<file path="src/rtl/core/bpm_pkg.sv">
// busy percent meter package: request payload types, control/status bundles
// and fixed field widths shared by the controller, datapath and top level
// no dependencies

package bpm_pkg;

    // fixed field widths
    localparam int IN_BITS   = 32;
    localparam int PCT_BITS  = 7;
    localparam int STEP_BITS = 3;
    localparam logic [PCT_BITS-1:0] PCT_MAX = 7'd100;

    // input request payload
    typedef struct packed {
        logic                sample_ok;
        logic [IN_BITS-1:0]  total_count;
        logic [IN_BITS-1:0]  idle_count;
    } t_in;

    // output request payload
    typedef struct packed {
        logic [PCT_BITS-1:0] busy_percent;
        logic                measured;
    } t_out;

    // controller to datapath commands
    typedef struct packed {
        logic capture;
        logic delta;
        logic mul;
        logic div_step;
        logic out_load;
    } t_cmd;

    // datapath to controller status
    typedef struct packed {
        logic measure;
        logic div_last;
    } t_sts;

endpackage

</file>
<file path="src/rtl/core/busy_percent_meter_top.sv">
// busy percent meter top level: controller and datapath
// depends on bpm_pkg, bpm_ctrl, bpm_dp
//
// Usage: each input request carries a snapshot of a free-running total
// counter and idle counter plus a usable flag; each one yields exactly one
// output request with the busy share in percent (rounded half up, 0..100)
// and a measured flag. Both channels are valid/ready.
// The first usable snapshot after reset only primes the stored counts.
// Unusable or zero-total snapshots give 0 and leave the stored counts alone.
// Sequence: a measured snapshot passes through delta, scaling, seven
// restoring divide steps (one quotient bit per step) and the output load
// before the next snapshot can be accepted; an unmeasured one goes from
// delta straight to the output load. Output valid is set by the output load.
// Reset (synchronous, active low) clears the stored counts, the primed flag
// and the output valid flag, and returns the sequencer to idle. If the
// receiver stalls, the result waits in the output register; one more
// snapshot is accepted and computed, then the sequencer holds until the
// output register is free.

module busy_percent_meter_top
    import bpm_pkg::*;
#(
    parameter int COUNT_BITS = 32
) (
    input  logic i_clk,
    input  logic i_rst_n,
    input  logic i_in_valid,
    output logic o_in_ready,
    input  t_in  i_in_data,
    output logic o_out_valid,
    input  logic i_out_ready,
    output t_out o_out_data
);

    t_cmd cmd;
    t_sts sts;

    // sequencer
    bpm_ctrl u_ctrl (
        .i_clk       (i_clk),
        .i_rst_n     (i_rst_n),
        .i_in_valid  (i_in_valid),
        .o_in_ready  (o_in_ready),
        .o_out_valid (o_out_valid),
        .i_out_ready (i_out_ready),
        .i_sts       (sts),
        .o_cmd       (cmd)
    );

    // arithmetic and stored counts
    bpm_dp #(
        .COUNT_BITS (COUNT_BITS)
    ) u_dp (
        .i_clk      (i_clk),
        .i_rst_n    (i_rst_n),
        .i_in_data  (i_in_data),
        .i_cmd      (cmd),
        .o_sts      (sts),
        .o_out_data (o_out_data)
    );

endmodule

</file>
<file path="src/rtl/core/bpm_dp.sv">
// busy percent meter datapath: snapshot capture, stored counts, wrap-around
// deltas, scaling by 100 and a restoring divider for the rounded percent
// depends on bpm_pkg

module bpm_dp
    import bpm_pkg::*;
#(
    parameter int COUNT_BITS = 32
) (
    input  logic i_clk,
    input  logic i_rst_n,
    input  t_in  i_in_data,
    input  t_cmd i_cmd,
    output t_sts o_sts,
    output t_out o_out_data
);

    localparam int W  = COUNT_BITS;
    localparam int NW = COUNT_BITS + 8;

    logic                 r_ok;
    logic [W-1:0]         r_tot;
    logic [W-1:0]         r_idl;
    logic                 r_primed;
    logic [W-1:0]         r_last_tot;
    logic [W-1:0]         r_last_idl;
    logic [W-1:0]         r_dt;
    logic [W-1:0]         r_busy;
    logic                 r_meas;
    logic [NW-1:0]        r_rem;
    logic [NW-1:0]        r_div;
    logic [PCT_BITS-1:0]  r_quot;
    logic [STEP_BITS-1:0] r_step;
    t_out                 r_out;

    logic [W-1:0]         tot_ext;
    logic [W-1:0]         idl_ext;
    logic [W-1:0]         dt;
    logic [W-1:0]         di;
    logic [W-1:0]         di_clamp;
    logic                 skip;
    logic [NW-1:0]        busy_x;
    logic [NW-1:0]        dt_x;
    logic [NW-1:0]        n_num;
    logic                 ge;
    logic [NW-1:0]        n_rem_sub;
    logic [PCT_BITS-1:0]  pct_sat;

    // fit the 32-bit snapshots to the counter width
    generate
        if (W > IN_BITS) begin : g_wide
            assign tot_ext = {{(W-IN_BITS){1'b0}}, i_in_data.total_count};
            assign idl_ext = {{(W-IN_BITS){1'b0}}, i_in_data.idle_count};
        end else if (W == IN_BITS) begin : g_same
            assign tot_ext = i_in_data.total_count;
            assign idl_ext = i_in_data.idle_count;
        end else begin : g_narrow
            assign tot_ext = i_in_data.total_count[W-1:0];
            assign idl_ext = i_in_data.idle_count[W-1:0];
        end
    endgenerate

    // wrap-around deltas and case decode
    always_comb begin
        dt       = r_tot - r_last_tot;
        di       = r_idl - r_last_idl;
        di_clamp = (di > dt) ? dt : di;
        skip     = !r_ok || (r_tot == '0);
    end

    assign o_sts.measure  = !skip && r_primed && (dt != '0);
    assign o_sts.div_last = (r_step == '0);

    // busy * 100 + total / 2 by shifts and adds
    always_comb begin
        busy_x = {8'd0, r_busy};
        dt_x   = {8'd0, r_dt};
        n_num  = (busy_x << 6) + (busy_x << 5) + (busy_x << 2) + (dt_x >> 1);
    end

    // one restoring divide step
    always_comb begin
        ge        = (r_rem >= r_div);
        n_rem_sub = r_rem - r_div;
        pct_sat   = (r_quot > PCT_MAX) ? PCT_MAX : r_quot;
    end

    // primed flag is control state
    always_ff @(posedge i_clk) begin
        if (!i_rst_n) begin
            r_primed <= 1'b0;
        end else if (i_cmd.delta && !skip) begin
            r_primed <= 1'b1;
        end
    end

    // stored counts, reset to zero
    always_ff @(posedge i_clk) begin
        if (!i_rst_n) begin
            r_last_tot <= '0;
            r_last_idl <= '0;
        end else if (i_cmd.delta && !skip) begin
            r_last_tot <= r_tot;
            r_last_idl <= r_idl;
        end
    end

    // snapshot capture
    always_ff @(posedge i_clk) begin
        if (i_cmd.capture) begin
            r_ok  <= i_in_data.sample_ok;
            r_tot <= tot_ext;
            r_idl <= idl_ext;
        end
    end

    // deltas, scaled numerator and divider iterations
    always_ff @(posedge i_clk) begin
        if (i_cmd.delta) begin
            r_dt   <= dt;
            r_busy <= dt - di_clamp;
            r_meas <= o_sts.measure;
            r_quot <= '0;
        end else if (i_cmd.mul) begin
            r_rem  <= n_num;
            r_div  <= dt_x << 6;
            r_step <= STEP_BITS'(PCT_BITS - 1);
        end else if (i_cmd.div_step) begin
            if (ge) begin
                r_rem <= n_rem_sub;
            end
            r_quot <= {r_quot[PCT_BITS-2:0], ge};
            r_div  <= r_div >> 1;
            r_step <= r_step - 1'b1;
        end
    end

    // output payload register
    always_ff @(posedge i_clk) begin
        if (i_cmd.out_load) begin
            r_out.busy_percent <= r_meas ? pct_sat : '0;
            r_out.measured     <= r_meas;
        end
    end

    assign o_out_data = r_out;

`ifndef SYNTHESIS
    // remainder stays below twice the shifted divisor, so each quotient bit is exact
    a_rem_bound: assert property (@(posedge i_clk) disable iff (!i_rst_n)
        i_cmd.div_step |-> ({1'b0, r_rem} < {r_div, 1'b0}))
        else $error("divider remainder out of range");
`endif

endmodule

</file>
<file path="src/rtl/core/bpm_ctrl.sv">
// busy percent meter controller: one-hot sequencer over capture, delta,
// scaling, seven divide steps and output load; owns the request handshakes
// depends on bpm_pkg

module bpm_ctrl
    import bpm_pkg::*;
(
    input  logic i_clk,
    input  logic i_rst_n,
    input  logic i_in_valid,
    output logic o_in_ready,
    output logic o_out_valid,
    input  logic i_out_ready,
    input  t_sts i_sts,
    output t_cmd o_cmd
);

    typedef enum logic [4:0] {
        S_IDLE   = 5'b00001,
        S_DELTA  = 5'b00010,
        S_MUL    = 5'b00100,
        S_DIV    = 5'b01000,
        S_FINISH = 5'b10000
    } t_state;

    t_state r_state;
    t_state n_state;
    logic   r_out_valid;
    logic   out_free;

    assign out_free = !r_out_valid || i_out_ready;

    // next state and commands
    always_comb begin
        n_state = r_state;
        o_cmd   = '0;
        case (r_state)
            S_IDLE: begin
                o_cmd.capture = i_in_valid;
                if (i_in_valid) begin
                    n_state = S_DELTA;
                end
            end
            S_DELTA: begin
                o_cmd.delta = 1'b1;
                n_state     = i_sts.measure ? S_MUL : S_FINISH;
            end
            S_MUL: begin
                o_cmd.mul = 1'b1;
                n_state   = S_DIV;
            end
            S_DIV: begin
                o_cmd.div_step = 1'b1;
                if (i_sts.div_last) begin
                    n_state = S_FINISH;
                end
            end
            S_FINISH: begin
                o_cmd.out_load = out_free;
                if (out_free) begin
                    n_state = S_IDLE;
                end
            end
            default: begin
                n_state = S_IDLE;
            end
        endcase
    end

    // state register
    always_ff @(posedge i_clk) begin
        if (!i_rst_n) begin
            r_state <= S_IDLE;
        end else begin
            r_state <= n_state;
        end
    end

    // output valid flag
    always_ff @(posedge i_clk) begin
        if (!i_rst_n) begin
            r_out_valid <= 1'b0;
        end else if (o_cmd.out_load) begin
            r_out_valid <= 1'b1;
        end else if (i_out_ready) begin
            r_out_valid <= 1'b0;
        end
    end

    assign o_in_ready  = (r_state == S_IDLE);
    assign o_out_valid = r_out_valid;

`ifndef SYNTHESIS
    a_accept_to_delta: assert property (@(posedge i_clk) disable iff (!i_rst_n)
        (i_in_valid && o_in_ready) |=> (r_state == S_DELTA))
        else $error("accepted request did not start delta step");

    a_div_exit: assert property (@(posedge i_clk) disable iff (!i_rst_n)
        (r_state == S_DIV && i_sts.div_last) |=> (r_state == S_FINISH))
        else $error("divider did not finish after last step");

    a_load_sets_valid: assert property (@(posedge i_clk) disable iff (!i_rst_n)
        o_cmd.out_load |=> (r_out_valid && r_state == S_IDLE))
        else $error("result load did not raise output valid");
`endif

endmodule

</file>
<file path="config.mk">
export PLATFORM = sky130hd
export DESIGN_NAME = busy_percent_meter_top
export DESIGN_NICKNAME = d
export VERILOG_FILES = /design/src/rtl/core/bpm_pkg.sv /design/src/rtl/core/busy_percent_meter_top.sv /design/src/rtl/core/bpm_dp.sv /design/src/rtl/core/bpm_ctrl.sv
export SDC_FILE = /design/constraint.sdc
export NUM_CORES = 1
export LEC_CHECK = 0
export BUFFER_PORTS_ARGS = -buffer_cell sky130_fd_sc_hd__clkbuf_2
export CAP_MARGIN = 5
export CELL_PAD_IN_SITES_DETAIL_PLACEMENT = 0
export CELL_PAD_IN_SITES_GLOBAL_PLACEMENT = 1
export CORE_MARGIN = 2
export CORE_UTILIZATION = 30
export CTS_BUF_LIST = sky130_fd_sc_hd__clkbuf_16
export DETAILED_ROUTE_END_ITERATION = 10
export GPL_ROUTABILITY_DRIVEN = 1
export PLACE_DENSITY = 0.56
export SYNTH_ARGS = -nofsm -noshare
export SYNTH_HDL_FRONTEND = slang
export SYNTH_SLANG_ARGS = --single-unit
</file>
<file path="constraint.sdc">
create_clock -name i_clk -period 14.9 [get_ports i_clk]
set_clock_uncertainty 0.15 [all_clocks]
set_input_delay 2.98 -clock i_clk [delete_from_list [all_inputs] [get_ports i_clk]]
set_output_delay 2.98 -clock i_clk [all_outputs]
set_load 0.01 [all_outputs]
</file>
After elaboration in Yosys (flattened, before gate mapping)
Cells that the tools add are included.

cells by class
  bitwise logic cells = 3
  eq/ne operators = 8
  add/subtract/negate cells = 8
  mux-type cells = 20
  reductions and logical operators = 19
  magnitude comparators = 3

operators with widths
  cell                                                             count
  40-bit two-way mux                                               3
  32-bit subtractor                                                3
  40-bit by 31-bit adder with 40-bit output                        1
  40-bit by 34-bit adder with 40-bit output                        1
  40-bit by 39-bit >= comparator with 1-bit output                 1
  40-bit by 39-bit subtractor with 40-bit output                   1
  38-bit by 37-bit adder with 39-bit output                        1
  39-bit two-way mux                                               1
  38-bit two-way mux                                               1
  32-bit > comparator                                              1
  32-bit logical NOT                                               1
  32-bit two-way mux                                               1
  32-bit nonzero test                                              1
  5-bit one-hot mux with 5 select lines                            1
  5-bit two-way mux                                                4
  7-bit > comparator, second input constant                        1
  1-bit two-way mux                                                7
  7-bit two-way mux                                                1
  3-bit AND reduction                                              2
  2-bit nonzero test                                               3
  5-bit by 1-bit == test with 1-bit output, second input constant  1
  5-bit by 2-bit == test with 1-bit output, second input constant  1
  5-bit by 3-bit == test with 1-bit output, second input constant  1
  5-bit by 4-bit == test with 1-bit output, second input constant  1
  12 further kinds                                                 21

word-level totals
  bits in registers = 298
  word-level logic and storage cells = 80
  input port bits = 69

Logic depth before layout (Yosys ltp)
  depth after elaboration = 7
  gate-level depth with buffers = 36
  depth with buffers taken out = 34

Cells and area by module
Synthesis repeated with hierarchy kept, for this count alone.

unflattened totals
  cell total of the unflattened synthesis = 2,203
  area total of the unflattened synthesis = 21,294.2 µm²

by module, submodules not included
  module    instances  cells each  area an instance (µm²)
  bpm_dp    1          2,160       20,923.8
  bpm_ctrl  1          43          370.4

Least setup slack after synthesis
Ideal clock, no wire load.

  path type = register to register
  from = reg u_dp.r_tot[0]
  to = reg u_dp.r_busy[31] (data pin)
  stages on the path, launching flop included = 32
  slack = 7,743 ps
  required time = 14,490 ps
  setup time = 260 ps
  period minus slack after synthesis = 7,157 ps
  data arrival time = 6,747 ps
  buffers on the path = 2
  cells stage by stage = edfxtp_1 > inv_1 > ha_1 > fa_1 > nor2b_1 > o31a_1 > o2111ai_4 > a311oi_1 > o21a_1 > o21ai_1 > a211oi_1 > inv_1 > ha_1 > nand4_1 > nor2_1 > and3_1 > nand3_1 > o32ai_2 > buf_4 > buf_2 > a21oi_1 > ha_1 > nand4_1 > o41a_1 > a211oi_1 > nor2_1 > or3_1 > o31a_1 > o21ai_1 > o41a_1 > a31oi_1 > xnor2_1

between the ends
  cells in the longest elaborated chain, start to end = 4

ends and longest elaborated chain
  element                 line           source
  from (decl)             bpm_dp.sv:22   logic [W-1:0] r_tot;
  from (signal assigned)  bpm_dp.sv:112  r_tot <= tot_ext;
  32-bit subtractor (*)   bpm_dp.sv:65   dt = r_tot - r_last_tot;
  net u_dp.dt[30]         bpm_dp.sv:38   logic [W-1:0] dt;
  32-bit > comparator     bpm_dp.sv:67   di_clamp = (di > dt) ? dt : di;
  32-bit two-way mux      bpm_dp.sv:67
  32-bit subtractor (*)   bpm_dp.sv:121  r_busy <= dt - di_clamp;
  to (signal assigned)    bpm_dp.sv:121
  to (decl)               bpm_dp.sv:28   logic [W-1:0] r_busy;

The timed path passes the listed nets; every way through them passes the cells marked *.
A chain may end at the register's enable or synchronous reset.

Final worst setup path
Ends and elaborated chain as after synthesis.

==> results.sh <==
export IMPL_outcome="finished, final reports clean"
export IMPL_grt_max_degree=90
export IMPL_vdd_drop_max_uv=77.45
export IMPL_synth_xor_area_share=0.06465
export IMPL_grt_pass1_vias=18330
export IMPL_synth_top_area_frac=0.2863
export IMPL_p_leak_uw=0.01045
export IMPL_ctsRootBufferMaster="clkbuf_16"
export IMPL_grt_pass1_wl_um=100600
export IMPL_clockBufferDepth=3
export IMPL_critPathBufInv=3
export IMPL_reg2reg_setup_slack_ns=6.00
export IMPL_rsz0062_at_grt="false"
export IMPL_fmax_ghz=0.1124
export IMPL_worst_slew_pin_slew_ns=1.176
export IMPL_gp_congestion=0.8667
export IMPL_die_h_um=280.7
export IMPL_path_clk_slew_ns=0.06
export IMPL_dp_hpwl_um=48820
export IMPL_postCtsHoldBufs=0
export IMPL_insertion_delay_ns=0.56
export IMPL_syn_area_um2=22970
export IMPL_cts_tree="yes"
export IMPL_fillers=7925
export IMPL_post_route_period_util=0.5971
export IMPL_synth_area_leaders="edfxtp_1 29%, ha_1 13%, dfxtp_1 6.8%, inv_1 4.8%, a21oi_1 4.7%"
export IMPL_critPathTopFamily="compound AO/OA/AOI/OAI gates"
export IMPL_maxCapViolCount=0
export IMPL_hold_depth=2
export IMPL_hold_path_class="flip-flop to flip-flop"
export IMPL_die_area_um2=78800
export IMPL_cts_setup_buffers=0
export IMPL_max_stage_delay_ns=0.95
export IMPL_cp_end_kind="flip-flop"
export IMPL_cts_resized=0
export IMPL_finalMaxSlewViolations=0
export IMPL_reg2reg_depth=30
export IMPL_drt_drc_violations_left=0
export IMPL_critical_path_slowest_cell="a211oi_1"
export IMPL_grt_overflow_total=0
export IMPL_synth_area_leader_cell="edfxtp_1"
export IMPL_dr_pass1_iters=5
export IMPL_start_util=0.3030
export IMPL_io_pin_count=79
export IMPL_cp_common_cell="ha_1"
export IMPL_multiInputGateArea_um2=13490
export IMPL_die_x_um=280.7
export IMPL_wire_per_inst_um=17.05
export IMPL_nNetsFinal=2986
export IMPL_synth_compound_area_frac=0.2169
export IMPL_yosys_most_used_dff="edfxtp_1"
export IMPL_yosysUniqueCellTypes=90
export IMPL_core_area_um2=75820
export IMPL_critPathKind="flip-flop to flip-flop"
export IMPL_max_slew_margin_rel=0.2115
export IMPL_yosysWarnings=0
export IMPL_synth_simple_area_share=0.1396
export IMPL_postRouteAntennaNets=0
export IMPL_r2r_start="u_dp.r_tot[0]"
export IMPL_vias=18120
export IMPL_ys_seq_area_frac=0.3542
export IMPL_synth_cells=2576
export IMPL_htreeDepth=2
export IMPL_synth_fp_nets=2915
export IMPL_dp_slack_ns=5.976
export IMPL_synth_top_family_by_area="compound AO/OA/AOI/OAI gates"
export IMPL_min_from="u_dp.r_last_tot[21]"
export IMPL_ys_async_sr_fraction=0
export IMPL_first_iter_violations=1018
export IMPL_antennaDiodeCount=0
export IMPL_synth_adder_area_share=0.1580
export IMPL_crit_path_max_fanout=57
export IMPL_crit_required_ns=15.04
export IMPL_layout_drive_gt1_share=0.07402
export IMPL_worstPathArrival_ns=9.03
export IMPL_routed_via_density=4.959
export IMPL_fin_ws_ns=6.004
export IMPL_r2r_end="u_dp.r_busy[31]"
export IMPL_p_per_area_nw_per_um2=130.0
export IMPL_finalHoldViolCount=0
export IMPL_syn_area_per_cell_um2=8.918
export IMPL_cts_buffers=38
export IMPL_ys_ff_latch=297
export IMPL_fin_setup_tns_ns=0
export IMPL_whs_endpoint="u_dp.r_last_tot[21]"
export IMPL_rows=101
export IMPL_grt_use_total=0.1591
export IMPL_synth_edf_count=219
export IMPL_setup_viol=0
export IMPL_port_buffers=78
export IMPL_synthMuxAreaShare=0.006264
export IMPL_ff_latch_area_um2=8138
export IMPL_syn_to_final_growth_pct=12.14
export IMPL_min_period_ns=8.896
export IMPL_wl_um=62270
export IMPL_cts_sinks=297
export IMPL_antenna_found_initial=0
export IMPL_start_kind="flip-flop"
per-layer routing:
| layer | track usage | part of all wire | routed length (um) | up-vias |
|---|---|---|---|---|
| li1 | - | - | - | 9304 |
| met1 | 0.2239 | 0.51 | 31500 | 8497 |
| met2 | 0.2513 | 0.43 | 27040 | 235 |
| met3 | 0.01754 | 0.026 | 1596 | 81 |
| met4 | 0.05800 | 0.034 | 2136 | 0 |
| met5 | 0 | 0 | 0 | - |
power breakdown:
group | total [uW] | switching [uW] | internal (uW)
clock network | 938 | 376 | 562
logic | 1430 | 844 | 581
registers | 987 | 24.8 | 962
total | 3350 | 1250 | 2110
sequential cells by signal (all words and copies together), names as in the netlist, 3 cells and up:
| register | count |
|---|---|
| u_dp.r_last_idl | 32 |
| u_dp.r_quot | 7 |
| u_dp.r_div | 38 |
| u_dp.r_idl | 32 |
| u_dp.r_rem | 40 |
| u_dp.o_out_data | 8 |
| u_dp.r_step | 3 |
| u_dp.r_dt | 32 |
| u_dp.r_last_tot | 32 |
| u_dp.r_tot | 32 |
| u_dp.r_busy | 32 |
| u_ctrl.r_state | 5 |
worst register-to-register path: cells and delay by family (launching register included):
family                   cells  cell delay [ns]
AO/OA/AOI/OAI               13             4.10
multiplexers                 1             0.18
XOR/XNOR                     1             0.13
adder cells (fa/ha/maj)      4             1.47
buffers and inverters        3             0.73
flip-flops                   1             0.37
AND/OR/NAND/NOR              8             1.52
Yosys cell counts (4+ instances only):
| cell type | n |
|---|---|
| a211oi_1 | 30 |
| o31ai_1 | 11 |
| nand2_1 | 285 |
| a21o_1 | 83 |
| o21ai_1 | 23 |
| or3_1 | 12 |
| dfxtp_1 | 78 |
| mux2i_1 | 11 |
| a21boi_0 | 67 |
| nor2b_1 | 22 |
| nor4_1 | 19 |
| nand3b_1 | 6 |
| nand3_1 | 49 |
| buf_2 | 5 |
| o21a_1 | 45 |
| o21bai_1 | 29 |
| a21oi_1 | 217 |
| edfxtp_1 | 219 |
| o22ai_1 | 6 |
| xor2_1 | 64 |
| xnor2_1 | 103 |
| nor3_1 | 43 |
| a31o_2 | 4 |
| a31oi_1 | 19 |
| o211ai_1 | 9 |
| a211o_1 | 8 |
| a221oi_1 | 7 |
| a21boi_1 | 4 |
| clkbuf_1 | 61 |
| nor2_1 | 160 |
| and2_1 | 12 |
| inv_1 | 294 |
| a2111oi_0 | 5 |
| nand4_1 | 29 |
| fa_1 | 32 |
| or2_2 | 4 |
| o31a_1 | 8 |
| and3_1 | 26 |
| ha_1 | 238 |
| nand2b_1 | 20 |
| o2111ai_1 | 4 |
| o21ai_0 | 128 |
worst max path at each step:
stage	from	to	slack [ns]	depth (start not counted)
CTS	u_dp.r_tot[0]	u_dp.r_busy[31]	5.91	30
global placement	u_dp.r_tot[0]	u_dp.r_busy[31]	6.17	30
floorplan	u_dp.r_tot[0]	u_dp.r_busy[31]	7.74	31
finish	u_dp.r_tot[0]	u_dp.r_busy[31]	6.00	30
global route	u_dp.r_tot[0]	u_dp.r_busy[31]	5.46	30
detailed placement	u_dp.r_tot[0]	u_dp.r_busy[31]	5.98	30
layout make-up:
| class | instances | area share |
|---|---|---|
| multi-input combinational | 1916 | 0.5236 |
| inverter | 294 | 0.04284 |
| sequential | 297 | 0.3159 |
| clock inverter | 29 | 0.01069 |
| clock buffer | 39 | 0.03788 |
| timing repair buffer | 100 | 0.02156 |
| tap | 978 | 0.04750 |
layout by cell type (no fill, tap or decap), types with 20 or more instances in the layout:
cell and instances:
inv_1 301, nand2_1 283, ha_1 238, edfxtp_1 219
a21oi_1 217, nor2_1 159, o21ai_0 127, xnor2_1 103
a21o_1 83, clkbuf_2 78, dfxtp_1 78, a21boi_0 67
xor2_1 64, nand3_1 48, o21a_1 45, nor3_1 43
clkbuf_16 39, fa_1 32, a211oi_1 30, nand4_1 29
o21bai_1 29, and3_1 25, o21ai_1 23, nor2b_1 22
buf_4 22, nand2b_1 20
cell families (layout without fill, tap and decap cells):
kind of cell    count (synthesis)  after routing
xor+xnor                      168            168
buf+inv                       363            462
mux                            14             14
simple gates                  703            703
flops                         297            297
fa+ha+maj                     271            271
compound gates                760            760
through the flow:
step | area (um2) | hold slack [ns] | power, uW | instances | util
2_1_floorplan | 22970 | 0.2906 | 2074 | 2576 | -
3_3_place_gp | 24510 | 0.3001 | 2419 | 3585 | 0.3233
3_5_place_dp | 24510 | 0.3079 | 2427 | 3585 | 0.3233
4_1_cts | 25760 | 0.3170 | 3397 | 3653 | 0.3398
5_1_grt | 25760 | 0.3307 | 3597 | 3653 | 0.3398
6_report | 25760 | 0.3128 | 3350 | 3653 | 0.3398
Note: power is estimated with default switching activity, not from simulation.
